File: config.mk
export PLATFORM = sky130hd
export DESIGN_NAME = rabt_merge
export DESIGN_NICKNAME = d
export VERILOG_FILES = /design/src/sv/rabt_pkg.sv /design/src/sv/rabt_merge.sv
export SDC_FILE = /design/constraint.sdc
export NUM_CORES = 1
export LEC_CHECK = 0
export ABC_CLOCK_PERIOD_IN_PS = 7660
export BUFFER_PORTS_ARGS = -buffer_cell sky130_fd_sc_hd__buf_2
export CAP_MARGIN = 20
export CORE_MARGIN = 5
export CORE_UTILIZATION = 46
export DETAILED_ROUTE_END_ITERATION = 7
export PLACE_DENSITY = 0.85
export SLEW_MARGIN = 40
export SYNTH_ARGS = -nofsm -noshare
export SYNTH_HDL_FRONTEND = slang
export SYNTH_SLANG_ARGS = --single-unit
File: constraint.sdc
create_clock -name vclk -period 7.66
set_input_delay 0.383 -clock vclk [all_inputs]
set_output_delay 0.383 -clock vclk [all_outputs]
set_load 0.03 [all_outputs]
File: src/sv/rabt_pkg.sv
`timescale 1ns / 1ps
`default_nettype none
// ----------------------------------------------------------------------------
// rabt_pkg
// Shared types and constants of the ray / box slab test.
// ----------------------------------------------------------------------------
package rabt_pkg;

  localparam int FRAC_BITS  = 16;
  localparam int NUM_W      = 36;             // signed slab numerator, twice scale
  localparam int MAG_W      = 35;             // numerator magnitude
  localparam int DEN_W      = 33;             // 2*|dir|
  localparam int QUO_W      = 32;             // quotient bits kept before saturation
  localparam int REM_W      = DEN_W + QUO_W + 1;
  localparam int DIV_STAGES = QUO_W + 1;      // overflow check, then one bit a stage
  localparam int PIPE_DEPTH = DIV_STAGES + 3; // prep, divider, lane out, result
  localparam int NUM_AXES   = 3;

  localparam logic signed [31:0] T_INF = 32'sh7FFF_FFFF;
  localparam logic signed [31:0] T_MIN = 32'sh8000_0000;

  localparam logic [2:0] CFG_CENTER_X = 3'd0;
  localparam logic [2:0] CFG_CENTER_Y = 3'd1;
  localparam logic [2:0] CFG_CENTER_Z = 3'd2;
  localparam logic [2:0] CFG_SPAN_X   = 3'd3;
  localparam logic [2:0] CFG_SPAN_Y   = 3'd4;
  localparam logic [2:0] CFG_SPAN_Z   = 3'd5;

  typedef struct packed {
    logic signed [31:0] origin_x;
    logic signed [31:0] origin_y;
    logic signed [31:0] origin_z;
    logic signed [31:0] dir_x;
    logic signed [31:0] dir_y;
    logic signed [31:0] dir_z;
  } in_beat_t;

  typedef struct packed {
    logic        hit;
    logic [30:0] t_near;
    logic [30:0] t_far;
  } out_beat_t;

  typedef struct packed {
    logic               miss;
    logic signed [31:0] ta;
    logic signed [31:0] tb;
  } lane_res_t;

endpackage
`default_nettype wire

File: src/sv/rabt_merge.sv
`timescale 1ns / 1ps
`default_nettype none
// ----------------------------------------------------------------------------
// rabt_merge
// Combine the axis lanes into near/far times and the hit flag.
// ----------------------------------------------------------------------------
module rabt_merge (
  input  rabt_pkg::lane_res_t res [rabt_pkg::NUM_AXES],
  output rabt_pkg::out_beat_t beat
);
  import rabt_pkg::*;

  always_comb begin
    logic signed [31:0] t0, t1;
    logic               miss;
    t0   = 32'sd0;
    t1   = T_INF;
    miss = 1'b0;
    for (int i = 0; i < NUM_AXES; i++) begin
      if (res[i].ta > t0) t0 = res[i].ta;
      if (res[i].tb < t1) t1 = res[i].tb;
      miss = miss | res[i].miss;
    end
    if (!miss && (t0 <= t1)) begin
      beat.hit    = 1'b1;
      beat.t_near = t0[30:0];
      beat.t_far  = t1[30:0];
    end else begin
      beat.hit    = 1'b0;
      beat.t_near = '0;
      beat.t_far  = '0;
    end
  end

endmodule
`default_nettype wire

==> metrics.txt, run 1 <==
WL final 35100 um; period utilization 125%; worst hold start res[26]; GPL Wtd Cong 0.962; final worst-path setup slack -1950 ps; endpoints failing hold 0; storage element area 0 sq um; Synth area leaders ha_1, a21oi_1, nor2_1, mux2i_1, a211oi_1; grt ovf 0; Mapped Area 5890 sq um; first-pass GRT wire length 40500 um; largest stage delay on the critical path 580 ps; final setup fails 63; Initial DRC Count 948; pre-CTS setup slack -996 ps; Crit-path slowest cell a211oi_2; cell mode on critical path a21oi_1; worst path bufs/invs 9; Syn Area/Cell 7.19 sq um; CP Capture Point beat[3]; CP delay by family, top compound AO/OA/AOI/OAI gates; Crit Path Max Fanout 16; failing checks DRC, setup timing; Critical Path AT 9230 ps; Die W 123 um; Initial Utilization a little under half; RSZ-0062 raised after global routing true; YS warnings 0; worst endpoint required time 7280 ps; routed vias ~9300; achievable frequency between 0.1 and 0.15 GHz; worst hold path type in2out; Startpoint Class input port; final core occ 87.4%; Worst Setup End Kind output pin; NumNets Final 1612; Seq/Total Area, Yosys 0%; Worst Hold Path Cells 5; Global Route Usage Sum 33.0%; # port buffers approximately 260; DR DRC count 1; vias in the first global route between 8000 and 9000; antenna violations before repair 1; Core Area 12600 sq um; drt pass-1 iters 8; layout cells sized above 1 a little under three fifths; Final Max Tran Viols 0; Antenna Nets Post-Route 0; Die Span Y approximately 120 um; Die Footprint around 15000 sq um; Setup Crit Path Kind in2out; Avg WL per Cell around 25 um; final sequential cell count 0; Tmin final ~9600 ps; Least-Margin Pin Slew about 740 ps; Synth Instances between 800 and 900; Ant. Diodes 0; FP Rows 41; Leakage 5.33 nW; status finished with violations; Synth area leader ha_1; WP depth between 40 and 50; slew margin rel. about half; cell area after placement a little over 9000 sq um; post-synth cell types 55; Post-DP HPWL 20800 um; routed vias/inst 6.54; Fin Setup TNS -115620 ps; largest net degree at the start of global routing 32; maxcap violations 0; Ports 258; syn_nets 1173; worst-case vdd ir drop roughly 0.11 mV; top-area cell type share of the netlist area 33.5%; Setup crit start res[193]; P&R area growth vs syn 86.3%; Power Dens Cells approximately 150 nW/um^2; post-route cell area 11000 sq um; CLK BUF 0
cells by family after synthesis:
kind of cell	after synthesis	synth area share [%]
multiplexers	67	13.1
AO/OA/AOI/OAI	226	24.0
other	1	0.0636
XOR/XNOR	1	0.276
buffers and inverters	102	7.60
adder cells (fa/ha/maj)	158	33.5
AND/OR/NAND/NOR	265	21.5
power by group:
| part | leakage [nW] | internal (mW) | switching (mW) |
|---|---|---|---|
| combinational | 5.33 | 0.733 | 0.868 |
| clock | 0 | 0 | 0 |
| sequential | 0 | 0 | 0 |
Yosys cell counts (3+ instances only):
cell type  count
clkbuf_1      19
a21oi_1       94
nor2_1       117
inv_1         70
mux2_4        15
o21a_1         8
nor4_1         9
nor2b_1        8
buf_6          3
nand3_1       15
and4_1         5
o21ai_0       30
mux2i_1       33
buf_2          7
and2_1         4
a2111oi_0      7
ha_1         158
nor3_1         9
a211oi_1      41
nand2b_1       6
nand2_1       49
mux2_2        19
a21o_1        24
buf_8          3
nand4_1       27
stage by stage:
| step | hold WS [ps] | cells | power [mW] |
|---|---|---|---|
| 2_1_floorplan | 993 | 820 | 0.759 |
| 3_3_place_gp | 1260 | 1384 | 1.15 |
| 3_5_place_dp | 1260 | 1384 | 1.19 |
| 4_1_cts | 1260 | 1394 | 1.29 |
| 5_1_grt | 1280 | 1429 | 1.68 |
| 6_report | 1270 | 1429 | 1.60 |
timing repair:
item / in CTS / in global routing
endpoints found under the setup margin: 63 / 63
resized for setup: 137 / 202
pin swaps: 11 / 69
hold buffers: 0 / 0
buffers inserted: 6 / 34
gates cloned: 4 / 6
metal layers:
layer  up-vias  share of wire (%)  GRT usage, %
met2       777                 48          60.5
met3       331                9.8          4.62
met1      4332                 32          36.9
met4         0                 10          16.6
li1       3899                  -             -
met5         -                  0             0
tightest hold or removal path, stage by stage:
cell	delay, ps
buf_2	110
inv_1	50
mux2_4	170
nor2_4	40
buf_6	130
cells in the final DEF, fill, tap and decap left out, drive strengths merged, types with 4 or more instances in the layout:
cell type  count
buf          463
ha           158
nor2         117
a21oi         94
inv           70
nand2         49
a211oi        41
mux2          34
mux2i         33
o21ai         31
nand4         28
a21o          24
nand3         15
nor4          11
nor3           9
o21a           8
nor2b          8
a2111oi        7
nand2b         6
clkbuf         6
and4           5
and2           4
worst min path at each step:
stage,to
5_1_grt,beat[29]
3_3_place_gp,beat[26]
3_5_place_dp,beat[26]
6_report,beat[26]
4_1_cts,beat[25]
2_1_floorplan,beat[32]
layout make-up:
class | count | area, sq um
Fill cell | 650 | 1590
Timing Repair Buffer | 469 | 3560
Multi-Input combinational cell | 718 | 6940
Inverter | 70 | 265
Tap cell | 172 | 215
Note: power is estimated with default switching activity, not from simulation.
==> inputs of run 2 (changes only) <==
--- a/config.mk
+++ b/config.mk
@@ -9,9 +9,9 @@
 export BUFFER_PORTS_ARGS = -buffer_cell sky130_fd_sc_hd__buf_2
 export CAP_MARGIN = 20
 export CORE_MARGIN = 5
-export CORE_UTILIZATION = 46
+export CORE_UTILIZATION = 45
 export DETAILED_ROUTE_END_ITERATION = 7
-export PLACE_DENSITY = 0.85
+export PLACE_DENSITY = 0.92
 export SLEW_MARGIN = 40
 export SYNTH_ARGS = -nofsm -noshare
 export SYNTH_HDL_FRONTEND = slang
==> run 2 against run 1 <==
- the run still ends with DRC, setup timing left
- largest power group unchanged
- highest routed layer is now met5
- final cell count is 1.6% higher
- worst hold slack worse by 25 ps
- sequential share of layout area stayed put
==> metrics.txt, run 2 (synthesized netlist as in run 1, its figures left out) <==
Setup Crit Path Kind in2out; period utilization 135%; vias in the first global route 9681; failing checks DRC, setup timing; Leakage around 5.4 nW; largest stage delay on the critical path 630 ps; WL final 44000 um; maxcap violations 0; P&R area growth vs syn 89.0%; worst-case vdd ir drop about 0.10 mV; final worst-path setup slack -2650 ps; Power Dens Cells 154 nW/um^2; routed vias/inst a little over 7; GPL Wtd Cong about 0.96; routed vias 10347; Crit Path Max Fanout 10; NumNets Final 1626; Initial Utilization 46.3%; Core Area 12700 sq um; worst endpoint required time roughly 7300 ps; worst hold path type in2out; Antenna Nets Post-Route 0; Crit-path slowest cell or4_4; Initial DRC Count 2103; Critical Path AT about 9900 ps; cell area after placement 9150 sq um; commonest non-fill, non-tap cell in the layout buf_4; most frequent cells in the layout buf_4, buf_2, ha_1, inv_1, a21oi_1; Worst Hold Path Cells 5; Ports 258; final core occ ~88%; antenna violations before repair 10; Die Footprint 15500 sq um; DR DRC count 85; Global Route Usage Sum between 30% and 40%; cell mode on critical path buf_12; Setup crit start res[192]; Final Max Tran Viols 0; # port buffers between 200 and 300; drt pass-1 iters 8; post-route cell area 11100 sq um; Die W 124 um; Tmin final 10310 ps; CLK BUF 0; Avg WL per Cell 30.3 um; final setup fails 63; Startpoint Class input port; largest net degree at the start of global routing 16; achievable frequency 0.0969 GHz; CP Capture Point beat[43]; status finished with violations; Post-DP HPWL roughly 21000 um; Die Span Y 124 um; endpoints failing hold 0; first-pass GRT wire length around 50000 um; pre-CTS setup slack -1080 ps; FP Rows 41; layout cells sized above 1 56.9%; slew margin rel. 42.3%; Least-Margin Pin Slew 858 ps; Worst Setup End Kind output pin; grt ovf 0; worst hold slack 1240 ps; final sequential cell count 0; RSZ-0062 raised after global routing true; storage element area 0 sq um
-- run 2: how the worst min path moves through the flow --
stage | startpoint | endpoint
2_1_floorplan | res[33] | beat[32]
5_1_grt | res[26] | beat[26]
4_1_cts | res[26] | beat[26]
3_5_place_dp | res[26] | beat[26]
6_report | res[26] | beat[26]
3_3_place_gp | res[26] | beat[26]
-- run 2: area by class of cell --
| class | instances | area (sq um) |
|---|---|---|
| fill | 599 | 1580 |
| tap | 172 | 215 |
| inverter | 70 | 263 |
| timing repair buffer | 482 | 3690 |
| antenna | 9 | 22.5 |
| multi-input combinational | 719 | 6950 |
-- run 2: metal layers --
metal	track usage, %	up-vias	wire, um
li1	-	3961	-
met1	40.7	4592	12900
met2	66.3	1145	17800
met3	9.35	645	6690
met4	31.6	4	6500
met5	0	-	87
-- run 2: worst max-delay path, delay by kind of cell --
| family | cells | cell delay [ps] |
|---|---|---|
| and+or+nand+nor | 13 | 3090 |
| muxes | 2 | 770 |
| adders and majority gates | 3 | 860 |
| buffers and inverters | 12 | 1860 |
| AOI/OAI and AO/OA | 12 | 2900 |
-- run 2: power by group --
part	switching, mW	total, mW	internal [mW]
registers	0	0	0
logic	0.956	1.72	0.762
clock network	0	0.000000159	0.000000159
total	0.956	1.72	0.762
-- run 2: what timing repair did --
action / 4_1_cts / 5_1_grt
hold buffers: 0 / 0
buffers inserted: 25 / 17
pin swaps: 25 / 31
resized for setup: 243 / 78
cloned: 7 / 3
setup endpoints to repair: 63 / 63
-- run 2: per-stage QoR --
step	TNS, ps	power [mW]	instances
after CTS	-27030	1.38	1423
after floorplan	-94.7	0.759	820
final	-159790	1.72	1452
after global placement	-44950	1.14	1392
after global routing	-176020	1.78	1452
after detailed placement	-63450	1.19	1392
==> inputs of run 3 (changes only) <==
--- a/config.mk
+++ b/config.mk
@@ -5,13 +5,14 @@
 export SDC_FILE = /design/constraint.sdc
 export NUM_CORES = 1
 export LEC_CHECK = 0
+export ABC_AREA = 1
 export ABC_CLOCK_PERIOD_IN_PS = 7660
 export BUFFER_PORTS_ARGS = -buffer_cell sky130_fd_sc_hd__buf_2
 export CAP_MARGIN = 20
 export CORE_MARGIN = 5
 export CORE_UTILIZATION = 45
 export DETAILED_ROUTE_END_ITERATION = 7
-export PLACE_DENSITY = 0.92
+export PLACE_DENSITY = 0.9
 export SLEW_MARGIN = 40
 export SYNTH_ARGS = -nofsm -noshare
 export SYNTH_HDL_FRONTEND = slang
==> run 3 against run 2 <==
- the flow finishes with violations (setup timing)
- critical path type unchanged
- synthesized cell count is 23% higher
- non-clock buffer count is 58 lower
- area after synthesis is 9.6% higher
- largest cell class unchanged
==> metrics.txt, run 3 <==
endpoints failing hold 0; FP Rows 43; routed vias between 9000 and 10000; RSZ-0062 raised after global routing true; Leakage 5.55 nW; Logic pwr share 100.0%; GPL Wtd Cong 0.947; Crit Path Max Fanout 10; met3 usage in global routing approximately 4.6%; Setup crit start res[186]; WL final 29700 um; Initial Utilization 46.2%; complex-gate fraction of the synthesized area 18.3%; worst-case vdd ir drop 0.0681 mV; worst endpoint required time 7280 ps; cell area after placement 8950 sq um; Worst Hold Path Cells 4; largest net degree at the start of global routing 50; Ports 258; Synth area leader ha_1; grt peak-use layer met2; Least-Margin Pin Slew 682 ps; storage element area 0 sq um; grt ovf 0; main combinational cell family by area after synthesis simple AND/OR/NAND/NOR gates; CLK BUF 0; simple-gate share of the synthesized area 39.1%; Critical Path AT 8560 ps; Power Dens Cells 164 nW/um^2; met1 Use GR 32.7%; Seq/Total Area, Yosys 0%; Adder-Cell Fraction of Synth Area a little under a third; first-pass GRT wire length between 40000 and 50000 um; final setup fails 63; Core Area between 10000 and 15000 sq um; achievable frequency 0.112 GHz; final sequential cell count 0; layout cells sized above 1 a little under half; cell mode on critical path o21ai_1; slew margin rel. between 50% and 60%; Antenna Nets Post-Route 0; Post-DP HPWL 20600 um; Mapped Area approximately 6500 sq um; largest stage delay on the critical path 330 ps; vias in the first global route 8821; top post-synthesis cells by count nand2_1, ha_1, inv_1; most frequent cells in the layout nand2_1, buf_2, buf_4, ha_1, inv_1; commonest non-fill, non-tap cell in the layout nand2_1; sequential share of power 0%; NumNets Final 1749; Final Power between 1.5 and 2 mW; switch share 58.2%; YS warnings 0; P_int 0.713 mW; Synth Instances approximately 1000; drt pass-1 iters 6; Startpoint Class input port; Die Footprint 16800 sq um; failing checks setup timing; routed vias/inst slightly below 6; syn_nets 1361; Die Span Y 130 um; top-area cell type share of the netlist area 30.6%; Non-Filler Instances 1574; GR Util met2 54.6%; antenna violations before repair 0; P_sw 0.991 mW; multi-input gate area in the final layout 6440 sq um; Crit-path slowest cell nand4_1; pre-CTS setup slack -798 ps; P&R area growth vs syn 60.4%; status finished with violations; Setup Crit Path Kind in2out; period utilization 117%; final worst-path setup slack -1290 ps; worst hold path type in2out; post-synth cell types between 40 and 50; Final Max Tran Viols 0; count leader, synth nand2_1; Synth Area in XOR/XNOR 0%; Tmin final 8950 ps; Clk pwr share 0%; Ant. Diodes 0; filler cell count approximately 1000; Initial DRC Count around 760; post-route cell area around 10000 sq um; # port buffers 258; CP Capture Point beat[61]; Syn Area/Cell 6.41 sq um; Global Route Usage Sum 29.4%; DR DRC count 0; maxcap violations 0; Worst Setup End Kind output pin; Fin Setup TNS -77360 ps; Synth area leaders ha_1, nand2_1, nand3_2, inv_1, a21oi_1; Die W 130 um; placed cell count between 1500 and 2000; Avg WL per Cell 18.9 um; mux contribution to synthesized area 0%
==> run 3: cell types whose count changed in the layout (fill, tap and decap cells not counted), moves of 18 or more <==
cell / before / now
a211oi_4: 28 / 0
a21o_1: 24 / 2
a21oi_4: 20 / 0
buf_4: 202 / 164
inv_1: 70 / 123
mux2_2: 18 / 0
mux2i_1: 32 / 0
nand2_1: 37 / 204
nand2_2: 7 / 48
nand3_2: 5 / 63
nor2_2: 52 / 9
nor2_4: 13 / 40
o21ai_0: 21 / 45
o21ai_1: 7 / 37
==> run 3: worst min path at each step <==
stage	slack (ps)	start	end
2_1_floorplan	950	res[64]	beat[62]
3_3_place_gp	1240	res[57]	beat[56]
3_5_place_dp	1250	res[57]	beat[56]
4_1_cts	1220	res[57]	beat[56]
5_1_grt	1290	res[57]	beat[56]
6_report	1240	res[57]	beat[56]
==> run 3: area by class of cell <==
class / count / share of cell area, %
multi-input cells: 843 / 62.1
repair buffers: 424 / 31.0
inverters: 126 / 4.66
well taps: 180 / 2.17
repair inverters: 1 / 0.0604
==> run 3: what timing repair did <==
item	4_1_cts	5_1_grt
pin swaps	19	5
gates cloned	4	7
hold buffers	0	0
buffers inserted	10	11
endpoints found under the setup margin	63	63
hold endpoints to repair	0	0
resized for setup	178	83
==> run 3: worst max-delay path, delay by kind of cell <==
kind,cells,cell delay [ps]
buf+inv,12,1690
compound gates,17,2650
fa+ha+maj,3,660
simple gates,19,3150
==> run 3: per-layer routing <==
metal | wire length, um | vias to the layer above
met3 | 2930 | 193
met1 | 10600 | 4115
li1 | - | 4219
met4 | 2090 | 0
met5 | 0 | -
met2 | 14100 | 622
==> run 3: cell families (layout without fill, tap and decap cells) <==
| family | Yosys count | in the layout |
|---|---|---|
| other | 1 | 1 |
| and+or+nand+nor | 470 | 470 |
| AOI/OAI and AO/OA | 214 | 214 |
| buffers and inverters | 165 | 551 |
| adders and majority gates | 158 | 158 |
==> run 3: per-stage QoR <==
| step | utilization (%) | hold slack, ps |
|---|---|---|
| after global routing | 74.1 | 1290 |
| after global placement | 64.0 | 1240 |
| final | 74.1 | 1240 |
| after CTS | 70.2 | 1220 |
| after detailed placement | 64.0 | 1250 |
| after floorplan | - | 954 |
==> run 3: power groups by stage <==
| stage | Sequential (mW) | Clock, mW | Combinational (mW) |
|---|---|---|---|
| finish | 0 | 0 | 1.70 |
| floorplan | 0 | 0 | 0.931 |
| CTS | 0 | 0 | 1.51 |
| detailed placement | 0 | 0 | 1.39 |
| global placement | 0 | 0 | 1.34 |
| global route | 0 | 0 | 1.84 |
